[config.mk]
export PLATFORM = sky130hd
export DESIGN_NAME = rate_scaled_playback_clock_core
export DESIGN_NICKNAME = d
export VERILOG_FILES = /design/src/hdl/rspc_pkg.sv /design/src/hdl/rspc_muldiv.sv /design/src/hdl/rate_scaled_playback_clock_core.sv
export SDC_FILE = /design/constraint.sdc
export NUM_CORES = 2
export LEC_CHECK = 0
export ABC_AREA = 1
export BUFFER_PORTS_ARGS = -buffer_cell sky130_fd_sc_hd__buf_2
export CORE_UTILIZATION = 35
export CTS_CLUSTER_DIAMETER = 40
export DETAILED_ROUTE_END_ITERATION = 6
export PLACE_DENSITY = 0.58
export SLEW_MARGIN = 20
export SYNTH_ARGS = -nofsm -noshare
export SYNTH_HDL_FRONTEND = slang
export SYNTH_SLANG_ARGS = --single-unit
export TNS_END_PERCENT = 30
[constraint.sdc]
create_clock -name clock -period 6.7 [get_ports clock]
set_clock_uncertainty 0.15 [all_clocks]
set_input_delay 0.335 -clock clock [delete_from_list [all_inputs] [get_ports clock]]
set_output_delay 0.335 -clock clock [all_outputs]
set_load 0.01 [all_outputs]
[src/hdl/rspc_pkg.sv]
`default_nettype none

package rspc_pkg;

   localparam int TICKS_PER_SEC_DEF = 16000;

   localparam int FUNC_W     = 3;
   localparam int TIME_W     = 32;
   localparam int SPEED_W    = 16;
   localparam int FREQ_W     = 30;
   localparam int DEN_W      = SPEED_W + FREQ_W;
   localparam int CSR_IDX_W  = 1;
   localparam int CSR_DATA_W = 32;

   localparam logic [FREQ_W-1:0] SRC_FREQ_RST     = FREQ_W'(1000);
   localparam logic [TIME_W-1:0] MY_MARKER_RST = '1;

   localparam logic [FUNC_W-1:0] FUNC_TICK      = 3'd0;
   localparam logic [FUNC_W-1:0] FUNC_READ      = 3'd1;
   localparam logic [FUNC_W-1:0] FUNC_SET_TIME  = 3'd2;
   localparam logic [FUNC_W-1:0] FUNC_SET_SPEED = 3'd3;
   localparam logic [FUNC_W-1:0] FUNC_SET_PLAY  = 3'd4;

   localparam logic [CSR_IDX_W-1:0] CSR_SOURCE_FREQ  = 1'd0;
   localparam logic [CSR_IDX_W-1:0] CSR_BENCH_MARKER = 1'd1;

   typedef struct packed {
      logic [FUNC_W-1:0]        func;
      logic signed [TIME_W-1:0] time_value;
      logic                     play_value;
      logic [SPEED_W-1:0]       speed_num;
      logic [SPEED_W-1:0]       speed_den;
   } req_type;

   typedef struct packed {
      logic signed [TIME_W-1:0] now_time;
      logic                     play_state;
      logic [SPEED_W-1:0]       cur_speed_num;
      logic [SPEED_W-1:0]       cur_speed_den;
      logic                     status;
   } rsp_type;

endpackage

`default_nettype wire

[src/hdl/rspc_muldiv.sv]
`default_nettype none

module rspc_muldiv #(
   parameter int NUM_W = 30
) (
   input  wire logic                       clock,
   input  wire logic                       reset,
   input  wire logic                       start,
   input  wire logic [rspc_pkg::TIME_W-1:0] ticks,
   input  wire logic [NUM_W-1:0]           num,
   input  wire logic [rspc_pkg::DEN_W-1:0] den,
   output      logic                       busy,
   output      logic                       done,
   output      logic [rspc_pkg::TIME_W-1:0] quot
);
   import rspc_pkg::*;

   localparam int PROD_W = TIME_W + NUM_W;
   localparam int CNT_W  = $clog2(PROD_W);

   typedef enum logic [1:0] {U_IDLE, U_MUL, U_DIV} ustate_type;

   ustate_type          state_ff, state_in;
   logic [CNT_W-1:0]    cnt_ff, cnt_in;
   logic [PROD_W-1:0]   prod_ff, prod_in;
   logic [NUM_W-1:0]    num_ff, num_in;
   logic [DEN_W-1:0]    den_ff, den_in;
   logic [DEN_W-1:0]    rem_ff, rem_in;
   logic                done_ff, done_in;

   logic [NUM_W:0]      sum;
   logic [DEN_W:0]      shifted;
   logic [DEN_W:0]      diff;
   logic                ge;

   always_comb begin
      sum     = {1'b0, prod_ff[PROD_W-1:TIME_W]} + (prod_ff[0] ? {1'b0, num_ff} : '0);
      shifted = {rem_ff, prod_ff[PROD_W-1]};
      diff    = shifted - {1'b0, den_ff};
      ge      = shifted >= {1'b0, den_ff};

      state_in = state_ff;
      cnt_in   = cnt_ff;
      prod_in  = prod_ff;
      num_in   = num_ff;
      den_in   = den_ff;
      rem_in   = rem_ff;
      done_in  = 1'b0;

      case (state_ff)
         U_IDLE: begin
            if (start) begin
               prod_in  = {{NUM_W{1'b0}}, ticks};
               num_in   = num;
               den_in   = den;
               cnt_in   = CNT_W'(TIME_W - 1);
               state_in = U_MUL;
            end
         end
         U_MUL: begin
            // add the multiplicand on a set low bit, shift the product right
            prod_in = {sum, prod_ff[TIME_W-1:1]};
            if (cnt_ff == '0) begin
               rem_in   = '0;
               cnt_in   = CNT_W'(PROD_W - 1);
               state_in = U_DIV;
            end else begin
               cnt_in = cnt_ff - CNT_W'(1);
            end
         end
         U_DIV: begin
            // restoring step: quotient bits fill the product from the bottom
            rem_in  = ge ? diff[DEN_W-1:0] : shifted[DEN_W-1:0];
            prod_in = {prod_ff[PROD_W-2:0], ge};
            if (cnt_ff == '0) begin
               done_in  = 1'b1;
               state_in = U_IDLE;
            end else begin
               cnt_in = cnt_ff - CNT_W'(1);
            end
         end
         default: state_in = U_IDLE;
      endcase
   end

   always_ff @(posedge clock) begin
      if (reset) begin
         state_ff <= U_IDLE;
         done_ff  <= 1'b0;
         cnt_ff   <= '0;
      end else begin
         state_ff <= state_in;
         done_ff  <= done_in;
         cnt_ff   <= cnt_in;
      end
      prod_ff <= prod_in;
      num_ff  <= num_in;
      den_ff  <= den_in;
      rem_ff  <= rem_in;
   end

   assign busy = state_ff != U_IDLE;
   assign done = done_ff;
   // zero divisor gives zero elapsed time
   assign quot = (den_ff == '0) ? '0 : prod_ff[TIME_W-1:0];

endmodule

`default_nettype wire

[src/hdl/rate_scaled_playback_clock_core.sv]
`default_nettype none

// Channel  Direction  Handshake              Payload
// req      in         req_valid/req_ready    rspc_pkg::req_type req_data
// rsp      out        rsp_valid/rsp_ready    rspc_pkg::rsp_type rsp_data
// csr      in         csr_we (no wait)       csr_index, csr_wdata
//
// Tick, set time, play, an unchanged play flag, a speed set while paused or unchanged,
// a paused or benchmark read and invalid codes answer in the cycle after the accepting edge;
// one such beat per cycle while rsp is taken.
// A read while playing, a speed change while playing and a pause run the shared muldiv:
// bit-serial multiply of the elapsed ticks and restoring divide of the TIME_W + NUM_W bit
// product; the response is registered once muldiv signals done. Reset is synchronous
// and needs no clearing pass.
// A stalled rsp holds req_ready low.

module rate_scaled_playback_clock_core #(
   parameter int TICKS_PER_SEC = rspc_pkg::TICKS_PER_SEC_DEF
) (
   input  wire logic                           clock,
   input  wire logic                           reset,
   input  wire logic                           req_valid,
   output      logic                           req_ready,
   input  wire rspc_pkg::req_type              req_data,
   output      logic                           rsp_valid,
   input  wire logic                           rsp_ready,
   output      rspc_pkg::rsp_type              rsp_data,
   input  wire logic                           csr_we,
   input  wire logic [rspc_pkg::CSR_IDX_W-1:0]  csr_index,
   input  wire logic [rspc_pkg::CSR_DATA_W-1:0] csr_wdata
);
   import rspc_pkg::*;

   localparam int NUM_W = SPEED_W + $clog2(TICKS_PER_SEC + 1);

   typedef enum logic {S_IDLE, S_CALC} state_type;

   state_type            state_ff, state_in;
   logic                 rsp_valid_ff, rsp_valid_in;
   logic [TIME_W-1:0]    now_ff, now_in;
   logic                 status_ff, status_in;
   req_type              hold_ff, hold_in;

   logic [FREQ_W-1:0]    source_freq_ff, source_freq_in;
   logic [TIME_W-1:0]    my_ff, my_in;
   logic [TIME_W-1:0]    tick_now_ff, tick_now_in;
   logic                 playing_ff, playing_in;
   logic [SPEED_W-1:0]   speed_n_ff, speed_n_in;
   logic [SPEED_W-1:0]   speed_d_ff, speed_d_in;
   logic [NUM_W-1:0]     scaled_num_ff, scaled_num_in;
   logic [DEN_W-1:0]     scaled_den_ff, scaled_den_in;
   logic [TIME_W-1:0]    start_time_ff, start_time_in;
   logic [TIME_W-1:0]    ref_tick_ff, ref_tick_in;

   logic                 req_fire;
   logic                 speed_diff;
   req_type              spd_src;
   logic [NUM_W-1:0]     new_num;
   logic [DEN_W-1:0]     new_den;

   logic                 mdu_start;
   logic                 mdu_busy;
   logic                 mdu_done;
   logic [TIME_W-1:0]    mdu_quot;
   logic [TIME_W-1:0]    mdu_ticks;

   assign req_ready  = (state_ff == S_IDLE) && (!rsp_valid_ff || rsp_ready);
   assign req_fire   = req_valid && req_ready;
   assign mdu_ticks  = tick_now_ff - ref_tick_ff;
   assign speed_diff = (req_data.speed_num != speed_n_ff) || (req_data.speed_den != speed_d_ff);
   assign spd_src    = (state_ff == S_CALC) ? hold_ff : req_data;
   assign new_num    = NUM_W'(spd_src.speed_num) * NUM_W'(TICKS_PER_SEC);
   assign new_den    = DEN_W'(spd_src.speed_den) * DEN_W'(source_freq_ff);

   always_comb begin
      state_in       = state_ff;
      rsp_valid_in   = rsp_valid_ff;
      now_in         = now_ff;
      status_in      = status_ff;
      hold_in        = hold_ff;
      source_freq_in = source_freq_ff;
      my_in       = my_ff;
      tick_now_in    = tick_now_ff;
      playing_in     = playing_ff;
      speed_n_in     = speed_n_ff;
      speed_d_in     = speed_d_ff;
      scaled_num_in  = scaled_num_ff;
      scaled_den_in  = scaled_den_ff;
      start_time_in  = start_time_ff;
      ref_tick_in    = ref_tick_ff;
      mdu_start      = 1'b0;

      if (rsp_valid_ff && rsp_ready) begin
         rsp_valid_in = 1'b0;
      end

      if (csr_we) begin
         case (csr_index)
            CSR_SOURCE_FREQ:  source_freq_in = csr_wdata[FREQ_W-1:0];
            CSR_BENCH_MARKER: my_in       = csr_wdata[TIME_W-1:0];
            default: ;
         endcase
      end

      case (state_ff)
         S_IDLE: begin
            if (req_fire) begin
               hold_in      = req_data;
               now_in       = '0;
               status_in    = 1'b0;
               rsp_valid_in = 1'b1;
               case (req_data.func)
                  FUNC_TICK: tick_now_in = tick_now_ff + TIME_W'(1);
                  FUNC_READ: begin
                     if (speed_n_ff == '0) begin
                        now_in = my_ff;
                     end else if (playing_ff) begin
                        mdu_start    = 1'b1;
                        rsp_valid_in = 1'b0;
                        state_in     = S_CALC;
                     end else begin
                        now_in = start_time_ff;
                     end
                  end
                  FUNC_SET_TIME: begin
                     start_time_in = req_data.time_value;
                     ref_tick_in   = tick_now_ff;
                  end
                  FUNC_SET_SPEED: begin
                     if (speed_diff && playing_ff) begin
                        // fold elapsed time before the speed changes
                        mdu_start    = 1'b1;
                        rsp_valid_in = 1'b0;
                        state_in     = S_CALC;
                     end else if (speed_diff) begin
                        speed_n_in    = req_data.speed_num;
                        speed_d_in    = req_data.speed_den;
                        scaled_num_in = new_num;
                        scaled_den_in = new_den;
                     end
                  end
                  FUNC_SET_PLAY: begin
                     if (req_data.play_value != playing_ff) begin
                        if (playing_ff) begin
                           mdu_start    = 1'b1;
                           rsp_valid_in = 1'b0;
                           state_in     = S_CALC;
                        end else begin
                           playing_in  = 1'b1;
                           ref_tick_in = tick_now_ff;
                        end
                     end
                  end
                  default: status_in = 1'b1;
               endcase
            end
         end
         S_CALC: begin
            if (mdu_done) begin
               rsp_valid_in = 1'b1;
               state_in     = S_IDLE;
               case (hold_ff.func)
                  FUNC_READ: now_in = start_time_ff + mdu_quot;
                  FUNC_SET_SPEED: begin
                     start_time_in = start_time_ff + mdu_quot;
                     ref_tick_in   = tick_now_ff;
                     speed_n_in    = hold_ff.speed_num;
                     speed_d_in    = hold_ff.speed_den;
                     scaled_num_in = new_num;
                     scaled_den_in = new_den;
                  end
                  FUNC_SET_PLAY: begin
                     start_time_in = start_time_ff + mdu_quot;
                     ref_tick_in   = tick_now_ff;
                     playing_in    = 1'b0;
                  end
                  default: ;
               endcase
            end
         end
         default: state_in = S_IDLE;
      endcase
   end

   always_ff @(posedge clock) begin
      if (reset) begin
         state_ff       <= S_IDLE;
         rsp_valid_ff   <= 1'b0;
         source_freq_ff <= SRC_FREQ_RST;
         my_ff       <= MY_MARKER_RST;
         tick_now_ff    <= '0;
         playing_ff     <= 1'b0;
         speed_n_ff     <= SPEED_W'(1);
         speed_d_ff     <= SPEED_W'(1);
         scaled_num_ff  <= NUM_W'(TICKS_PER_SEC);
         scaled_den_ff  <= DEN_W'(SRC_FREQ_RST);
         start_time_ff  <= '0;
         ref_tick_ff    <= '0;
      end else begin
         state_ff       <= state_in;
         rsp_valid_ff   <= rsp_valid_in;
         source_freq_ff <= source_freq_in;
         my_ff       <= my_in;
         tick_now_ff    <= tick_now_in;
         playing_ff     <= playing_in;
         speed_n_ff     <= speed_n_in;
         speed_d_ff     <= speed_d_in;
         scaled_num_ff  <= scaled_num_in;
         scaled_den_ff  <= scaled_den_in;
         start_time_ff  <= start_time_in;
         ref_tick_ff    <= ref_tick_in;
      end
      now_ff    <= now_in;
      status_ff <= status_in;
      hold_ff   <= hold_in;
   end

   rspc_muldiv #(
      .NUM_W(NUM_W)
   ) u_muldiv (
      .clock (clock),
      .reset (reset),
      .start (mdu_start),
      .ticks (mdu_ticks),
      .num   (scaled_num_ff),
      .den   (scaled_den_ff),
      .busy  (mdu_busy),
      .done  (mdu_done),
      .quot  (mdu_quot)
   );

   // speed and play flag come straight from state; it holds while rsp waits
   assign rsp_valid              = rsp_valid_ff;
   assign rsp_data.now_time      = now_ff;
   assign rsp_data.play_state    = playing_ff;
   assign rsp_data.cur_speed_num = speed_n_ff;
   assign rsp_data.cur_speed_den = speed_d_ff;
   assign rsp_data.status        = status_ff;

   a_calc_no_rsp: assert property (@(posedge clock) disable iff (reset)
      state_ff == S_CALC |-> !rsp_valid_ff)
      else $error("response pending while muldiv runs");

   a_done_gives_rsp: assert property (@(posedge clock) disable iff (reset)
      (state_ff == S_CALC && mdu_done) |=> (rsp_valid_ff && state_ff == S_IDLE))
      else $error("muldiv result not delivered");

   a_start_when_free: assert property (@(posedge clock) disable iff (reset)
      mdu_start |-> !mdu_busy)
      else $error("muldiv started while busy");

   a_rsp_state_hold: assert property (@(posedge clock) disable iff (reset)
      (rsp_valid_ff && !rsp_ready) |=>
         ($stable(playing_ff) && $stable(speed_n_ff) && $stable(speed_d_ff)))
      else $error("state moved under a stalled response");

endmodule

`default_nettype wire
==> results.py <==
metrics = {
    "sta": {
        "slew_viol_final": 0,
        "max_slew_margin_pct": 20.1,
        "worst_pin_slew_ns": 1.19,
        "timing.final.crit_period_ns": 6.59,
        "rsz0062_at_grt": "yes",
        "setup_viol": 0,
        "fmax_mhz": 152,
        "final.period_utilization_pct": 98.4,
        "hold_viol": 0,
    },
    "placement": {
        "placed_cells": 8002,
        "place_hpwl_um": 137000,
        "placed_cell_area_um2": 50900,
        "io_buffer_count": 173,
        "gp_congestion": 1.00,
    },
    "logic_synthesis": {
        "syn_area_per_cell_um2": 7.73,
        "synthCells": 6101,
        "async_flop_share_pct": 0,
        "synth_area_leader_cell": "fa_1",
        "ys_warn_count": 0,
        "ys.flop_type": "dfxtp_1",
        "yosysSeqAreaShare_pct": 27.0,
        "synthTopCellsByArea": "fa_1, edfxtp_1, dfxtp_1, nand2_1, ha_1",
        "synth_cell_types": 58,
        "yosys.area.top_type_share_pct": 19.0,
        "synth_edf_count": 245,
        "syn_nets": 6965,
        "ys_seq_elements": 514,
        "synth_area_um2": 47200,
    },
    "worst_setup_path": {
        "worstPathRequired_ns": 7.11,
        "endpoint_kind": "flop",
        "reg2reg_depth": 26,
        "critPathLaunchType": "flop",
        "timing.rr.start": "state_ff$_SDFF_PP0_",
        "reg2reg_to": "scaled_den_ff[37]$_SDFFE_PP0P_",
        "ff2ff_setup_slack_ns": 0.11,
        "crit_fanout": 14,
        "criticalPathCategory": "reg -> reg",
        "critPathArrivalTime_ns": 7.01,
    },
    "status": {
        "status": "finished with violations",
        "violations": "DRC",
    },
    "pwr": {
        "powerDensity_nw_per_um2": 388,
        "ir_drop_mv": 0.488,
        "p_leak_uw": 0.0254,
    },
    "detailed_routing": {
        "drc": 19,
        "post_drt_via_cell_ratio": 5.17,
        "routed_wl_um": 170000,
        "drt.antenna.violating_nets": 0,
        "routedWlPerCell_um": 20.5,
        "drt_iter0_markers": 3568,
        "via_count": 42900,
        "dr.pass1.iters": 7,
    },
    "min_path": {
        "hp-start": "reset",
        "whs_path_depth": 3,
        "hold_path_end": "start_time_ff[11]$_SDFFE_PP0P_",
        "hold_class": "in -> reg",
    },
    "clock_network": {
        "clockBufferDepth": 3,
        "clk_pin_slew_worst_paths_ns": 0.05,
        "root_buffer": "clkbuf_16",
        "cts_tree": "built",
        "h-tree-depth": 3,
        "insertion_delay_ns": 0.73,
        "numCtsBuffers": 95,
        "cts_sinks": 514,
    },
    "global_routing": {
        "globalRoute.totalOverflow": 0,
        "grt_pass1_wl_um": 255000,
        "grt_usage_pct": 24.7,
        "grt_max_degree": 107,
        "grt_pass1_vias": 42100,
        "antenna_found_initial": 11,
    },
    "final_layout": {
        "fin_area_um2": 55500,
        "layout.cells.non_filler": 8288,
        "nets": 7299,
        "drive_gt1_share_pct": 9.75,
        "final_util_pct": 41.5,
        "area_growth_syn_to_layout_pct": 17.6,
    },
    "floorplanning": {
        "die_y_um": 369,
        "die_area_um2": 136000,
        "initial_core_util_pct": 35.3,
        "die_x_um": 369,
        "ios": 174,
        "placementRows": 134,
        "core_um2": 134000,
    },
    "job": {
        "maxCapViolCount": 0,
    },
}
-- layout by cell type, fill, tap and decap left out, drive strengths merged, types with 14 or more instances in the layout --
cell,n
dlygate4sd3,100
nand3b,17
dfxtp,269
nor4,25
o31ai,24
nor3,55
clkbuf,122
o21ai,419
fa,448
o211ai,19
edfxtp,245
nand3,195
a21oi,564
a31oi,24
o21a,14
xor2,55
nand2,1269
inv,962
xnor2,77
or2,31
buf,354
a21o,39
clkinv,32
o22ai,15
nand4,42
o21bai,14
ha,310
nor2,714
a221oi,15
-- metal layers --
layer | up-vias | routed length, um | track usage (%)
met5 | - | 103 | 0
met4 | 16 | 6600 | 9.37
met3 | 301 | 13300 | 4.79
met2 | 1644 | 77100 | 39.6
met1 | 20600 | 73000 | 32.6
li1 | 20300 | - | -
-- cell usage after synthesis (all sizes together), types with 55 or more instances --
master and instances:
a21oi 564, buf 58, clkbuf 160, dfxtp 269, edfxtp 245, fa 448, ha 310, inv 943
nand2 1269, nand3 195, nor2 714, nor3 55, o21ai 419, xnor2 77, xor2 55
-- critical path, cell delays in order (launching register included) --
cell and delay, ns:
dfxtp_4 0.38, buf_4 0.17, or2_2 0.28, nand2_1 0.13, inv_4 0.13, buf_12 0.17, buf_4 0.17, nand2_1 0.08
fa_1 0.42, inv_1 0.09, fa_1 0.44, fa_1 0.60, fa_1 0.44, fa_1 0.49, inv_1 0.05, fa_1 0.47
inv_1 0.04, ha_1 0.32, a21oi_1 0.27, o21ai_2 0.13, nand2_1 0.10, nand2_1 0.13, nor2_1 0.20, nand3_1 0.20
xor2_1 0.20, nor2_1 0.10, nor2_1 0.06
-- worst max-delay path by stage --
stage | start | to | cells after the start
2_1_floorplan | state_ff$_SDFF_PP0_ | scaled_den_ff[45]$_SDFFE_PP0P_ | 31
3_3_place_gp | state_ff$_SDFF_PP0_ | scaled_den_ff[38]$_SDFFE_PP0P_ | 23
3_5_place_dp | state_ff$_SDFF_PP0_ | scaled_den_ff[37]$_SDFFE_PP0P_ | 24
4_1_cts | state_ff$_SDFF_PP0_ | scaled_den_ff[37]$_SDFFE_PP0P_ | 28
5_1_grt | state_ff$_SDFF_PP0_ | scaled_den_ff[37]$_SDFFE_PP0P_ | 26
6_report | state_ff$_SDFF_PP0_ | scaled_den_ff[37]$_SDFFE_PP0P_ | 26
-- power breakdown --
part | internal [uW] | switching (uW) | leakage (uW) | total (uW)
sequential | 3430 | 82.2 | 0.00443 | 3520
clock | 3000 | 1890 | 0.00159 | 4890
combinational | 5040 | 8050 | 0.0193 | 13100
total | 11500 | 10000 | 0.0254 | 21500
-- metrics by stage --
step	TNS [ns]	total power, uW	hold slack [ns]	worst slack, ns
finish	0	21500	0.0500	0.107
floorplan	0	11700	0.253	0.562
detailed placement	-0.0128	16100	0.260	-0.0128
global placement	-0.0297	16100	0.262	-0.0297
CTS	0	21100	0.00557	0.0349
global route	-0.119	23100	0.0348	-0.0548
-- sequential cells by signal, indices dropped and copies added (netlist names), 6 cells and up --
register and flops:
u_muldiv.rem_ff 46, scaled_den_ff 46, start_time_ff 32, u_muldiv.num_ff 23, tick_now_ff 32, my_ff 32
hold_ff 35, now_ff 32, u_muldiv.den_ff 46, speed_d_ff 16, speed_n_ff 16, ref_tick_ff 32
u_muldiv.cnt_ff 6, source_freq_ff 30, scaled_num_ff 21, u_muldiv.prod_ff 62
-- cell type report --
class / instances / area, um^2
diodes: 6 / 15.0
clock buffers: 121 / 2630
clock inverters: 55 / 664
fillers: 13600 / 78200
inverters: 952 / 3600
multi-input cells: 4417 / 30100
flip-flops and latches: 514 / 12700
well taps: 1768 / 2210
repair buffers: 455 / 3460
-- what timing repair did --
action	4_1_cts	5_1_grt
pin swaps	0	2
buffers inserted	0	2
resized for setup	2	42
setup endpoints to repair	1	25
hold endpoints to repair	132	0
hold buffers	100	0
cloned	0	1
-- cell families after synthesis --
family / share of synthesized area (%)
and+or+nand+nor: 20.2
AOI/OAI and AO/OA: 13.5
xor gates and xnor gates: 2.45
buffers and inverters: 9.51
adders and majority gates: 27.2
DFF: 27.0
No activity file was read; power rests on OpenSTA's default activity.
